===== config.mk =====
export PLATFORM = sky130hd
export DESIGN_NAME = annexb_nalu_splitter_flat
export DESIGN_NICKNAME = d
export VERILOG_FILES = /design/src/rtl/anbs_pkg.sv /design/src/rtl/anbs_if.sv /design/src/rtl/anbs_scan.sv /design/src/rtl/anbs_outq.sv /design/src/rtl/annexb_nalu_splitter.sv /design/src/flat_wrapper.sv
export SDC_FILE = /design/constraint.sdc
export NUM_CORES = 1
export LEC_CHECK = 0
export BUFFER_PORTS_ARGS = -buffer_cell sky130_fd_sc_hd__buf_2
export CORE_MARGIN = 5
export CORE_UTILIZATION = 60
export DETAILED_ROUTE_END_ITERATION = 16
export PLACE_DENSITY_LB_ADDON = 0.2
export SLEW_MARGIN = 25
export SYNTH_ARGS = -nofsm -noshare
export SYNTH_HDL_FRONTEND = slang
export SYNTH_SLANG_ARGS = --single-unit

===== constraint.sdc =====
create_clock -name clk -period 21.4 [get_ports clk]
set_input_delay 6.42 -clock clk [delete_from_list [all_inputs] [get_ports clk]]
set_output_delay 6.42 -clock clk [all_outputs]
set_load 0.005 [all_outputs]

===== src/rtl/anbs_pkg.sv =====
// Shared types and constants for the Annex B unit splitter.
package anbs_pkg;

	localparam int LENGTH_BITS_DEF = 24;
	localparam int UNIT_LEN_W = 24;

	// Start code lengths as reported with each unit
	localparam logic [2:0] PFX_NONE  = 3'd0;
	localparam logic [2:0] PFX_SHORT = 3'd3;
	localparam logic [2:0] PFX_LONG  = 3'd4;

	// Range of unit types counted as known
	localparam logic [4:0] TYPE_FIRST = 5'd1;
	localparam logic [4:0] TYPE_LAST  = 5'd12;

	// Number of bytes held back before a position may be examined
	localparam logic [2:0] WIN_FULL = 3'd4;

	// Output queue: two pushes a cycle at most, one pop
	localparam int OQ_DEPTH    = 8;
	localparam int OQ_PTR_W    = 3;
	localparam int OQ_CNT_W    = 4;
	localparam int OQ_HEADROOM = 4;

	typedef struct packed {
		logic [UNIT_LEN_W-1:0] unit_length;
		logic [2:0]            prefix_length;
		logic                  forbidden_bit;
		logic [1:0]            reference_level;
		logic [4:0]            unit_type;
		logic                  type_known;
		logic                  final_unit;
	} result_t;

	// Writes into the output queue in one cycle; second implies first
	typedef struct packed {
		logic first;
		logic second;
	} push_t;

endpackage


===== src/rtl/anbs_if.sv =====
// Stream and result channel interfaces of the Annex B unit splitter.
interface anbs_stream_if;
	logic       valid;
	logic       ready;
	logic [7:0] stream_byte;
	logic       stream_end;

	modport source(output valid, stream_byte, stream_end, input ready);
	modport sink(input valid, stream_byte, stream_end, output ready);
endinterface

interface anbs_unit_if;
	import anbs_pkg::*;
	logic                  valid;
	logic                  ready;
	logic [UNIT_LEN_W-1:0] unit_length;
	logic [2:0]            prefix_length;
	logic                  forbidden_bit;
	logic [1:0]            reference_level;
	logic [4:0]            unit_type;
	logic                  type_known;
	logic                  final_unit;

	modport source(output valid, unit_length, prefix_length, forbidden_bit, reference_level,
		unit_type, type_known, final_unit, input ready);
	modport sink(input valid, unit_length, prefix_length, forbidden_bit, reference_level,
		unit_type, type_known, final_unit, output ready);
endinterface


===== src/rtl/anbs_scan.sv =====
// Start code scanner: byte window, unit state and result building.
module anbs_scan #(
	parameter int LENGTH_BITS = anbs_pkg::LENGTH_BITS_DEF
) (
	input  logic              clk,
	input  logic              arst_n,
	input  logic              item_valid,
	input  logic [7:0]        item_byte,
	input  logic              item_end,
	output anbs_pkg::push_t   push,
	output anbs_pkg::result_t res0,
	output anbs_pkg::result_t res1
);
	import anbs_pkg::*;

	logic [31:0]            win_q, win_n;
	logic [2:0]             fill_q, fill_n;
	logic [1:0]             skip_q, skip_n;
	logic [LENGTH_BITS-1:0] count_q, count_n;
	logic [2:0]             pfx_q, pfx_n;
	logic [7:0]             hdr_q, hdr_n;
	logic                   pend_q, pend_n;

	logic      a_valid, b_valid;
	result_t   res_a, res_b;
	logic [2:0] code, skip_e, rest;
	logic [2:0] hdr_pos;

	function automatic logic [LENGTH_BITS-1:0] sat_add(input logic [LENGTH_BITS-1:0] c,
			input logic [2:0] n);
		logic [LENGTH_BITS:0] sum;
		sum = {1'b0, c} + (LENGTH_BITS+1)'(n);
		if (sum[LENGTH_BITS]) begin
			return {LENGTH_BITS{1'b1}};
		end
		return sum[LENGTH_BITS-1:0];
	endfunction

	function automatic result_t build(input logic [LENGTH_BITS-1:0] c, input logic [2:0] p,
			input logic [7:0] hb, input logic pnd, input logic fin);
		result_t    r;
		logic       has_hdr;
		logic [7:0] h;
		logic [31:0] wide;
		has_hdr = (p != PFX_NONE) && !pnd;
		h = has_hdr ? hb : 8'h00;
		wide = 32'(c);
		r.unit_length = wide[UNIT_LEN_W-1:0];
		r.prefix_length = p;
		r.forbidden_bit = h[7];
		r.reference_level = h[6:5];
		r.unit_type = h[4:0];
		r.type_known = has_hdr && (h[4:0] >= TYPE_FIRST) && (h[4:0] <= TYPE_LAST);
		r.final_unit = fin;
		return r;
	endfunction

	always_comb begin
		win_n = win_q;
		fill_n = fill_q;
		skip_n = skip_q;
		count_n = count_q;
		pfx_n = pfx_q;
		hdr_n = hdr_q;
		pend_n = pend_q;
		a_valid = 1'b0;
		b_valid = 1'b0;
		res_a = '0;
		res_b = '0;
		code = PFX_NONE;
		skip_e = '0;
		rest = '0;
		hdr_pos = '0;
		if (item_valid) begin
			if (fill_q == WIN_FULL) begin
				// The oldest byte now has four bytes after it and can be examined.
				if (skip_q != 2'd0) begin
					skip_n = skip_q - 2'd1;
				end else begin
					if (win_q[31:24] == 8'h00 && win_q[23:16] == 8'h00 && win_q[15:8] == 8'h01) begin
						code = PFX_SHORT;
					end else if (win_q[31:24] == 8'h00 && win_q[23:16] == 8'h00
							&& win_q[15:8] == 8'h00 && win_q[7:0] == 8'h01) begin
						code = PFX_LONG;
					end
					if (code != PFX_NONE) begin
						if (count_q != '0) begin
							a_valid = 1'b1;
							res_a = build(count_q, pfx_q, hdr_q, pend_q, 1'b0);
						end
						count_n = LENGTH_BITS'(code);
						pfx_n = code;
						skip_n = 2'(code - 3'd1);
						hdr_n = 8'h00;
						pend_n = 1'b1;
					end else begin
						count_n = sat_add(count_q, 3'd1);
						if (pend_q) begin
							hdr_n = win_q[31:24];
							pend_n = 1'b0;
						end
					end
				end
			end else begin
				fill_n = fill_q + 3'd1;
			end
			win_n = {win_q[23:0], item_byte};

			if (item_end) begin
				// Flush: bytes still in the window that are not start code belong to the unit.
				skip_e = ({1'b0, skip_n} < fill_n) ? {1'b0, skip_n} : fill_n;
				rest = fill_n - skip_e;
				if (rest != 3'd0) begin
					count_n = sat_add(count_n, rest);
					if (pend_n) begin
						hdr_pos = fill_n - 3'd1 - skip_e;
						hdr_n = win_n[8*hdr_pos[1:0] +: 8];
						pend_n = 1'b0;
					end
				end
				if (count_n != '0) begin
					b_valid = 1'b1;
					res_b = build(count_n, pfx_n, hdr_n, pend_n, 1'b1);
				end
				win_n = '0;
				fill_n = '0;
				skip_n = '0;
				count_n = '0;
				pfx_n = PFX_NONE;
				hdr_n = '0;
				pend_n = 1'b0;
			end
		end
	end

	assign push.first = a_valid || b_valid;
	assign push.second = a_valid && b_valid;
	assign res0 = a_valid ? res_a : res_b;
	assign res1 = res_b;

	always_ff @(posedge clk or negedge arst_n) begin
		if (!arst_n) begin
			win_q <= '0;
			fill_q <= '0;
			skip_q <= '0;
			count_q <= '0;
			pfx_q <= PFX_NONE;
			hdr_q <= '0;
			pend_q <= 1'b0;
		end else begin
			win_q <= win_n;
			fill_q <= fill_n;
			skip_q <= skip_n;
			count_q <= count_n;
			pfx_q <= pfx_n;
			hdr_q <= hdr_n;
			pend_q <= pend_n;
		end
	end

endmodule


===== src/rtl/anbs_outq.sv =====
// Result queue taking up to two results a cycle and giving one.
module anbs_outq (
	input  logic                          clk,
	input  logic                          arst_n,
	input  anbs_pkg::push_t               push,
	input  anbs_pkg::result_t             wr0,
	input  anbs_pkg::result_t             wr1,
	input  logic                          pop,
	output anbs_pkg::result_t             head,
	output logic                          head_valid,
	output logic [anbs_pkg::OQ_CNT_W-1:0] level
);
	import anbs_pkg::*;

	result_t               entries_q [OQ_DEPTH];
	logic [OQ_PTR_W-1:0]   wr_ptr_q, rd_ptr_q;
	logic [OQ_CNT_W-1:0]   count_q;
	logic [OQ_PTR_W-1:0]   wr_ptr_b;
	logic [OQ_CNT_W-1:0]   n_push;

	assign wr_ptr_b = wr_ptr_q + OQ_PTR_W'(1);
	assign n_push = OQ_CNT_W'(push.first) + OQ_CNT_W'(push.second);

	always_ff @(posedge clk) begin
		if (push.first) begin
			entries_q[wr_ptr_q] <= wr0;
		end
		if (push.second) begin
			entries_q[wr_ptr_b] <= wr1;
		end
	end

	always_ff @(posedge clk or negedge arst_n) begin
		if (!arst_n) begin
			wr_ptr_q <= '0;
			rd_ptr_q <= '0;
			count_q <= '0;
		end else begin
			wr_ptr_q <= wr_ptr_q + OQ_PTR_W'(n_push);
			if (pop) begin
				rd_ptr_q <= rd_ptr_q + OQ_PTR_W'(1);
			end
			count_q <= count_q + n_push - OQ_CNT_W'(pop);
		end
	end

	assign head = entries_q[rd_ptr_q];
	assign head_valid = (count_q != '0);
	assign level = count_q;

endmodule


===== src/rtl/annexb_nalu_splitter.sv =====
// Top level of the Annex B start code splitter: input register, scanner and result queue.
//
//   Channel    Dir  Transaction
//   stream_in  in   one stream byte with its end-of-stream flag
//   unit_out   out  one finished unit: length, start code length, header fields
//
// One byte is accepted per clock while stream_in.ready is high; a byte reaches the scanner from
// the input register in the cycle after acceptance, and its results are offered on unit_out from the result queue.
// A unit is reported only once the scanner sees the byte that ends it, which lies four
// bytes behind the stream; stream_end flushes the rest of the window.
// Results wait in an eight-entry queue; stream_in drops ready while more than four are held.
// arst_n clears the scanner state and empties the queue; no clearing pass is needed.
module annexb_nalu_splitter #(
	parameter int LENGTH_BITS = anbs_pkg::LENGTH_BITS_DEF
) (
	input logic        clk,
	input logic        arst_n,
	anbs_stream_if.sink  stream_in,
	anbs_unit_if.source  unit_out
);
	import anbs_pkg::*;

	logic                valid_s1;
	logic [7:0]          byte_s1;
	logic                end_s1;
	logic                accept;
	push_t               push;
	result_t             res0, res1, head;
	logic                head_valid;
	logic                pop;
	logic [OQ_CNT_W-1:0] level;

	// Room is kept for two results from the byte in the input register and two from the next.
	assign stream_in.ready = (level <= OQ_CNT_W'(OQ_DEPTH - OQ_HEADROOM));
	assign accept = stream_in.valid && stream_in.ready;

	always_ff @(posedge clk or negedge arst_n) begin
		if (!arst_n) begin
			valid_s1 <= 1'b0;
		end else begin
			valid_s1 <= accept;
		end
	end

	always_ff @(posedge clk) begin
		if (accept) begin
			byte_s1 <= stream_in.stream_byte;
			end_s1 <= stream_in.stream_end;
		end
	end

	anbs_scan #(
		.LENGTH_BITS(LENGTH_BITS)
	) u_scan (
		.clk       (clk),
		.arst_n    (arst_n),
		.item_valid(valid_s1),
		.item_byte (byte_s1),
		.item_end  (end_s1),
		.push      (push),
		.res0      (res0),
		.res1      (res1)
	);

	anbs_outq u_outq (
		.clk       (clk),
		.arst_n    (arst_n),
		.push      (push),
		.wr0       (res0),
		.wr1       (res1),
		.pop       (pop),
		.head      (head),
		.head_valid(head_valid),
		.level     (level)
	);

	assign pop = head_valid && unit_out.ready;

	assign unit_out.valid = head_valid;
	assign unit_out.unit_length = head.unit_length;
	assign unit_out.prefix_length = head.prefix_length;
	assign unit_out.forbidden_bit = head.forbidden_bit;
	assign unit_out.reference_level = head.reference_level;
	assign unit_out.unit_type = head.unit_type;
	assign unit_out.type_known = head.type_known;
	assign unit_out.final_unit = head.final_unit;

`ifndef SYNTH
	a_queue_bound: assert property (@(posedge clk) disable iff (!arst_n)
		level <= OQ_CNT_W'(OQ_DEPTH))
		else $error("result queue holds more entries than it has");

	a_no_empty_unit: assert property (@(posedge clk) disable iff (!arst_n)
		unit_out.valid |-> unit_out.unit_length != '0)
		else $error("a unit of zero length was offered");

	a_known_needs_prefix: assert property (@(posedge clk) disable iff (!arst_n)
		unit_out.valid && unit_out.type_known |->
			unit_out.prefix_length == PFX_SHORT || unit_out.prefix_length == PFX_LONG)
		else $error("a known type was reported for a unit without a start code");
`endif

endmodule

===== src/flat_wrapper.sv =====
// flat-port wrapper written by rule: the top's interface ports become plain ports
module annexb_nalu_splitter_flat import anbs_pkg::*;
#(
	parameter int LENGTH_BITS = anbs_pkg::LENGTH_BITS_DEF
)
  (clk, arst_n, stream_in_valid, stream_in_stream_byte, stream_in_stream_end, stream_in_ready, unit_out_valid, unit_out_unit_length, unit_out_prefix_length, unit_out_forbidden_bit, unit_out_reference_level, unit_out_unit_type, unit_out_type_known, unit_out_final_unit, unit_out_ready);
  anbs_stream_if stream_in_i ();
  anbs_unit_if unit_out_i ();
  input logic clk;
  input logic arst_n;
  input wire logic [$bits(stream_in_i.valid)-1:0] stream_in_valid;
  input wire logic [$bits(stream_in_i.stream_byte)-1:0] stream_in_stream_byte;
  input wire logic [$bits(stream_in_i.stream_end)-1:0] stream_in_stream_end;
  output wire logic [$bits(stream_in_i.ready)-1:0] stream_in_ready;
  output wire logic [$bits(unit_out_i.valid)-1:0] unit_out_valid;
  output wire logic [$bits(unit_out_i.unit_length)-1:0] unit_out_unit_length;
  output wire logic [$bits(unit_out_i.prefix_length)-1:0] unit_out_prefix_length;
  output wire logic [$bits(unit_out_i.forbidden_bit)-1:0] unit_out_forbidden_bit;
  output wire logic [$bits(unit_out_i.reference_level)-1:0] unit_out_reference_level;
  output wire logic [$bits(unit_out_i.unit_type)-1:0] unit_out_unit_type;
  output wire logic [$bits(unit_out_i.type_known)-1:0] unit_out_type_known;
  output wire logic [$bits(unit_out_i.final_unit)-1:0] unit_out_final_unit;
  input wire logic [$bits(unit_out_i.ready)-1:0] unit_out_ready;
  assign stream_in_i.valid = stream_in_valid;
  assign stream_in_i.stream_byte = stream_in_stream_byte;
  assign stream_in_i.stream_end = stream_in_stream_end;
  assign stream_in_ready = stream_in_i.ready;
  assign unit_out_valid = unit_out_i.valid;
  assign unit_out_unit_length = unit_out_i.unit_length;
  assign unit_out_prefix_length = unit_out_i.prefix_length;
  assign unit_out_forbidden_bit = unit_out_i.forbidden_bit;
  assign unit_out_reference_level = unit_out_i.reference_level;
  assign unit_out_unit_type = unit_out_i.unit_type;
  assign unit_out_type_known = unit_out_i.type_known;
  assign unit_out_final_unit = unit_out_i.final_unit;
  assign unit_out_i.ready = unit_out_ready;
  annexb_nalu_splitter #(.LENGTH_BITS(LENGTH_BITS)) u_core (.clk(clk), .arst_n(arst_n), .stream_in(stream_in_i), .unit_out(unit_out_i));
endmodule

==> run metrics, run 1 <==
post_cts resized 0; Post-synth EDFFs 305; DR vias/cell 7.00; delay-heaviest family, CP simple AND/OR/NAND/NOR gates; top cell type's share of synthesized area 0.433; hold_buf cts 0; Yosys reg bits 389; DRT Wirelength 58.4 mm; initial antenna violation count 0; Clock Pin Slew Worst Setup and Hold Paths 0.06 ns; Worst R2R End u_core.u_outq.entries_q[7][7]$_DFFE_PP_; RePlAce Congestion ~0.95; fin crit period 9.75 ns; Hold Path Class flop to flop; Setup crit start kind flop; total core area 34,700 µm²; total power 2.74 mW; total CTS buffers 42; Design Area, Final 23,200 µm²; Tcrit/Tclk final 0.456; H-tree depth 2; CTS root buf clkbuf_16; total global routing overflow 0; HPWL Detailed 36.2 mm; crit path kind flop to flop; fmax 103 MHz; port bufs 51; critical path depth 32; Area Growth Syn to Fin 9.64%; Async SR Flop Fraction 0.216; fin. max-slew vios 0; crit path max fanout 25; CP most frequent cell ha_1; layout cells sized above 1 0.196; CTS Sinks between 300 and 400; synth top area cells edfxtp_1 43%, dfrtp_1 9.9%, mux4_2 8.7%; LEAKAGE approximately 9.6 nW; CP required 21.67 ns; Post-CTS Setup Repair Bufs 0; Setup crit start u_core.u_scan.win_q[11]$_DFFE_PN0P_; RSZ-0062 raised after global routing false; via count 15.5k; number of global-route vias before repair 14.9k; area of placed instances about 22,000 µm²; Slew Limit Headroom 0.294; number of diodes 0; drt drc 0; Post-Syn Instances 1,743; TritonRoute pass-1 iters 6; largest net degree at the start of global routing 64; Final setup viols 0; Syn. warnings 0; CP endpoint u_core.u_outq.entries_q[7][7]$_DFFE_PP_; post-synth cell types 86; CTS tree yes; Crit. End Element flop; WL/cell between 20 and 30 µm; PwrDens ~120 nW/µm²; first-pass GRT wire length approximately 90 mm; Primary FF master, synth edfxtp_1; Fin Hold WS 0.515 ns; worst vdd ir 0.0858 mV; Die ar. 39,100 µm²; register area share after synthesis 0.532; Critical path buffers and inverters 5; outcome finished, final reports clean; area leader, netlist edfxtp_1; slowest stage delay, CP 0.74 ns; setup TNS 0 ns; Initial Util 0.609; slowest CP cell nor3_2; Die W between 150 and 200 µm; crit path DAT 10.02 ns; DR iter-0 viols 1,924; overall routing resource usage 0.299; Ports 52; average size of a mapped cell roughly 12 µm²; Final nets 1,765; Final Hold Fails 0; internal reg-to-reg setup slack 11.65 ns; Die Height 198 µm; worst-skew pair later-pin latency 0.55 ns; post-synthesis cell area ~21,000 µm²; FP Rows 68; final antenna-violating net count 0; Critical R2R Launch u_core.u_scan.win_q[11]$_DFFE_PN0P_; skew final 0.0127 ns; Synth Net Count 1,784; reg2reg path depth 32; max-capacitance violation count 0; worst-margin pin slew 1.06 ns; deepest clock path buffer count 3
## cells by family after synthesis
group | count (synthesis) | share of synthesized area
AO/OA/AOI/OAI | 551 | 0.187
XOR/XNOR | 25 | 0.0104
adder cells (fa/ha/maj) | 28 | 0.0180
buffers and inverters | 190 | 0.0369
flip-flops | 389 | 0.532
multiplexers | 127 | 0.111
AND/OR/NAND/NOR | 433 | 0.105
## through the flow
| stage | utilization | std cells | setup slack, ns |
|---|---|---|---|
| floorplan | - | 1743 | 12.01 |
| global placement | 0.628 | 2135 | 11.96 |
| detailed placement | 0.629 | 2135 | 11.83 |
| CTS | 0.668 | 2211 | 11.56 |
| global route | 0.668 | 2211 | 11.07 |
| finish | 0.668 | 2211 | 11.65 |
## registers in the layout, summed over array words and instances (netlist names)
| register | flops |
|---|---|
| u_core.u_scan.pend_q | 1 |
| u_core.end_s1 | 1 |
| u_core.valid_s1 | 1 |
| u_core.u_outq.entries_q | 296 |
| u_core.u_scan.win_q | 32 |
| u_core.u_scan.skip_q | 2 |
| u_core.byte_s1 | 8 |
| u_core.u_scan.hdr_q | 8 |
| u_core.u_outq.level | 4 |
| u_core.u_outq.rd_ptr_q | 3 |
| u_core.u_scan.pfx_q | 3 |
| u_core.u_scan.fill_q | 3 |
| u_core.u_scan.count_q | 24 |
| u_core.u_outq.wr_ptr_q | 3 |
## power breakdown
part | leakage [nW] | switching, mW | internal [mW] | total (mW)
Combinational | 4.75 | 0.587 | 0.416 | 1.00
Clock | 0.669 | 0.295 | 0.423 | 0.718
Sequential | 4.14 | 0.106 | 0.909 | 1.01
Total | 9.56 | 0.988 | 1.75 | 2.74
## cell type report
type	instances	area, µm²
fillers	2512	11500
flip-flops and latches	389	11300
multi-input cells	1164	9310
clock buffers	58	1180
well taps	455	569
repair buffers	89	547
clock inverters	18	171
inverters	38	143
## worst register-to-register path: cells and delay by family (launching register included)
kind	cells	cell delay, ns
mux	1	0.21
compound gates	7	1.30
buf+inv	5	1.05
fa+ha+maj	5	1.61
simple gates	12	4.44
xor+xnor	2	0.45
flops	1	0.41
## worst min path at each step
stage	from	end	slack, ns	cells after the start
floorplan	u_core.byte_s1[0]$_DFFE_PP_	u_core.u_scan.win_q[0]$_DFFE_PN0P_	0.46	1
global placement	u_core.u_outq.level[0]$_DFF_PN0_	u_core.u_outq.level[0]$_DFF_PN0_	0.48	1
detailed placement	u_core.byte_s1[5]$_DFFE_PP_	u_core.u_scan.win_q[5]$_DFFE_PN0P_	0.50	1
CTS	u_core.byte_s1[5]$_DFFE_PP_	u_core.u_scan.win_q[5]$_DFFE_PN0P_	0.51	1
global route	u_core.byte_s1[1]$_DFFE_PP_	u_core.u_scan.win_q[1]$_DFFE_PN0P_	0.54	1
finish	u_core.byte_s1[5]$_DFFE_PP_	u_core.u_scan.win_q[5]$_DFFE_PN0P_	0.51	1
## cell usage after synthesis, types with 15 or more instances
| library cell | count |
|---|---|
| edfxtp_1 | 305 |
| a21o_1 | 166 |
| nand2_1 | 163 |
| clkbuf_1 | 115 |
| dfrtp_1 | 84 |
| nor2_1 | 83 |
| mux4_2 | 82 |
| o21ai_0 | 80 |
| o22ai_1 | 65 |
| o2bb2ai_1 | 43 |
| mux2_2 | 39 |
| nor3_1 | 38 |
| inv_1 | 35 |
| a21oi_1 | 30 |
| nand3_1 | 28 |
| a22o_1 | 26 |
| ha_1 | 24 |
| o21ai_1 | 19 |
| a22oi_1 | 16 |
| nand4_1 | 16 |
| nor4_1 | 16 |
| buf_2 | 15 |
## routing by layer
| metal | up-vias | track usage | wire [µm] |
|---|---|---|---|
| met1 | 7640 | 0.439 | 23400 |
| met3 | 133 | 0.0592 | 6240 |
| met4 | 0 | 0.0961 | 1900 |
| met2 | 925 | 0.456 | 26900 |
| met5 | - | 0 | 0 |
| li1 | 6782 | - | - |
## cells in the final DEF (no fill, tap or decap), types with 9 or more instances in the layout
cell type  count
edfxtp_1     305
a21o_1       166
nand2_1      163
mux4_2        82
dfrtp_1       81
nor2_1        75
o21ai_0       74
o22ai_1       65
buf_2         50
clkbuf_16     44
o2bb2ai_1     43
mux2_2        39
buf_4         38
nor3_1        36
inv_1         35
a21oi_1       30
nand3_1       28
a22o_1        26
ha_1          24
o21ai_1       19
nand4_1       16
a22oi_1       16
nor4_1        15
xnor2_1       14
or3_1         14
o21ai_2       14
xor2_1        11
clkbuf_1      11
a31oi_1       10
o21a_1         9
nand2b_1       9
(Power assumes the default switching activity.)
==> run 2, diff against run 1 <==
--- a/config.mk
+++ b/config.mk
@@ -5,9 +5,10 @@
 export SDC_FILE = /design/constraint.sdc
 export NUM_CORES = 1
 export LEC_CHECK = 0
+export ABC_AREA = 1
 export BUFFER_PORTS_ARGS = -buffer_cell sky130_fd_sc_hd__buf_2
 export CORE_MARGIN = 5
-export CORE_UTILIZATION = 60
+export CORE_UTILIZATION = 57
 export DETAILED_ROUTE_END_ITERATION = 16
 export PLACE_DENSITY_LB_ADDON = 0.2
 export SLEW_MARGIN = 25
==> constraint.sdc (replaced) <==
create_clock -name clk -period 8.5 [get_ports clk]
set_input_delay 2.55 -clock clk [delete_from_list [all_inputs] [get_ports clk]]
set_output_delay 2.55 -clock clk [all_outputs]
set_load 0.005 [all_outputs]
==> run metrics, run 2 <==
outcome finished, final reports clean; critical path depth between 40 and 50; deepest clock path buffer count 3; total core area 37,700 µm²; commonest non-fill, non-tap cell in the layout nand2_1; initial antenna violation count 0; CTS tree yes; Largest Register u_core.u_outq.entries_q; CP required 8.76 ns; Async SR Flop Fraction 0.216; HPWL Detailed about 42 mm; CTS root buf clkbuf_16; Post-CTS Setup Repair Bufs 0; Synth Net Count approximately 2.6k; fmax 127 MHz; total global routing overflow 0; crit path DAT 8.13 ns; Yosys reg bits 389; RSZ-0062 raised after global routing false; max reg flops 296; final critical-path setup slack 0.630 ns; worst vdd ir between 0.2 and 0.3 mV; Post-Syn Instances 2,587; first-pass GRT wire length 104 mm; internal reg-to-reg setup slack between 0.6 and 0.7 ns; delay-heaviest family, CP simple AND/OR/NAND/NOR gates; DR iter-0 viols 2,430; post-synthesis cell area 21,800 µm²; Die W 206 µm; WHS Path Cells 1; H-tree depth 2; post_cts resized 0; crit path kind flop to flop; number of global-route vias before repair 18.1k; total CTS buffers 44; most frequent cells in the layout 453 x nand2_1, 357 x nor2_1, 305 x edfxtp_1, 299 x o21ai_0, 221 x nand3_1; Critical R2R Launch u_core.u_scan.fill_q[0]$_DFFE_PN0P_; layout cells sized above 1 0.113; Primary FF master, synth edfxtp_1; Critical path buffers and inverters 10; Worst R2R End u_core.u_outq.entries_q[1][16]$_DFFE_PP_; Area Growth Syn to Fin 10.2%; Placement Setup Slack 0.723 ns; post-synth cell types 49; Setup crit start kind flop; register area share after synthesis 0.517; Final Hold Fails 0; skew final between 0.01 and 0.015 ns; Initial Util 0.579; crit path max fanout 23; overall routing resource usage 0.315; Clock Pin Slew Worst Setup and Hold Paths 0.06 ns; synth top area cells edfxtp_1 42%, dfrtp_1 9.6%, nand2_1 7.8%; slowest stage delay, CP just over 0.9 ns; most frequent cells after synthesis 453 x nand2_1, 365 x nor2_1, 307 x o21ai_0, 305 x edfxtp_1, 221 x nand3_1; Ports 52; CTS Sinks ~400; Die Height between 200 and 250 µm; final antenna-violating net count 0; drt drc 0; largest net degree at the start of global routing 101; top cell type's share of synthesized area 0.420; hold_buf cts 0; worst-skew pair later-pin latency 0.58 ns; max-capacitance violation count 0; Tcrit/Tclk final 0.926; Post-synth EDFFs 305; average size of a mapped cell 8.43 µm²; count leader, synth nand2_1; Syn. warnings 0; CP most frequent cell inv_1; slowest CP cell o21ai_4; fin. max-slew vios 0; WL/cell ~21 µm; TritonRoute pass-1 iters 10; PwrDens 308 nW/µm²; DRT Wirelength 67.0 mm; Fin Hold WS 0.503 ns; reg2reg path depth 42; Crit. End Element flop; Final nets around 2.6k; number of diodes 0; port bufs 51; Slew Limit Headroom 0.289; Die ar. 42,300 µm²; FP Rows between 70 and 80; fin crit period 7.87 ns; Final setup viols 0; worst-margin pin slew around 1.1 ns; Hold Path Origin u_core.u_outq.level[0]$_DFF_PN0_; area leader, netlist edfxtp_1; RePlAce Congestion 0.934; Largest regs u_core.u_outq.entries_q x296, u_core.u_scan.win_q x32, u_core.u_scan.count_q x24; LEAKAGE 9.52 nW; via count 19.2k; Worst Hold Endpoint u_core.u_outq.level[0]$_DFF_PN0_; Hold Path Class flop to flop; DR vias/cell a little over 6
## run 2: metal layers
metal | vias to the layer above | part of all wire | track usage
li1 | 8926 | - | -
met1 | 8972 | 0.40 | 0.448
met2 | 1128 | 0.46 | 0.490
met3 | 155 | 0.11 | 0.0648
met4 | 0 | 0.032 | 0.101
met5 | - | 0 | 0
## run 2: how the worst max path moves through the flow
stage                                              startpoint                                       end  slack (ns)
final                     u_core.u_scan.fill_q[0]$_DFFE_PN0P_  u_core.u_outq.entries_q[1][16]$_DFFE_PP_        0.63
after global routing      u_core.u_scan.fill_q[0]$_DFFE_PN0P_  u_core.u_outq.entries_q[1][21]$_DFFE_PP_        0.10
after CTS                 u_core.u_scan.fill_q[0]$_DFFE_PN0P_  u_core.u_outq.entries_q[1][14]$_DFFE_PP_        0.70
after detailed placement  u_core.u_scan.fill_q[0]$_DFFE_PN0P_  u_core.u_outq.entries_q[1][14]$_DFFE_PP_        0.72
after global placement    u_core.u_scan.fill_q[0]$_DFFE_PN0P_   u_core.u_outq.entries_q[3][0]$_DFFE_PP_        0.96
after floorplan           u_core.u_scan.fill_q[0]$_DFFE_PN0P_   u_core.u_outq.entries_q[0][0]$_DFFE_PP_       -0.37
## run 2: cell type report
type | instances | area, µm²
repair buffers | 95 | 628
clock buffers | 62 | 1260
multi-input cells | 1843 | 9260
clock inverters | 17 | 179
inverters | 208 | 790
well taps | 511 | 639
flip-flops and latches | 389 | 11300
fillers | 3206 | 13600
## run 2: through the flow
stage	instances	area, µm²	power [mW]	setup TNS (ns)	utilization
detailed placement	3046	22600	5.47	0	0.600
finish	3125	24000	7.40	0	0.638
global route	3125	24000	7.83	0	0.638
floorplan	2587	21800	4.54	-54.55	-
global placement	3044	22600	5.40	0	0.599
CTS	3125	24000	7.37	0	0.638
## run 2: power by group
group	internal, mW	total [mW]	switching [mW]	leakage [nW]
registers	2.31	2.49	0.179	3.66
clock network	1.13	1.92	0.793	0.709
logic	0.913	3.00	2.08	5.15
total	4.35	7.40	3.06	9.52
## run 2: cells by family (layout without fill, tap and decap cells)
family,Yosys count,in the layout,share of synthesized area
AOI/OAI and AO/OA,607,607,0.152
xor gates and xnor gates,19,19,0.00763
adders and majority gates,28,28,0.0175
buffers and inverters,355,382,0.0641
DFF,389,389,0.517
and+or+nand+nor,1189,1189,0.242
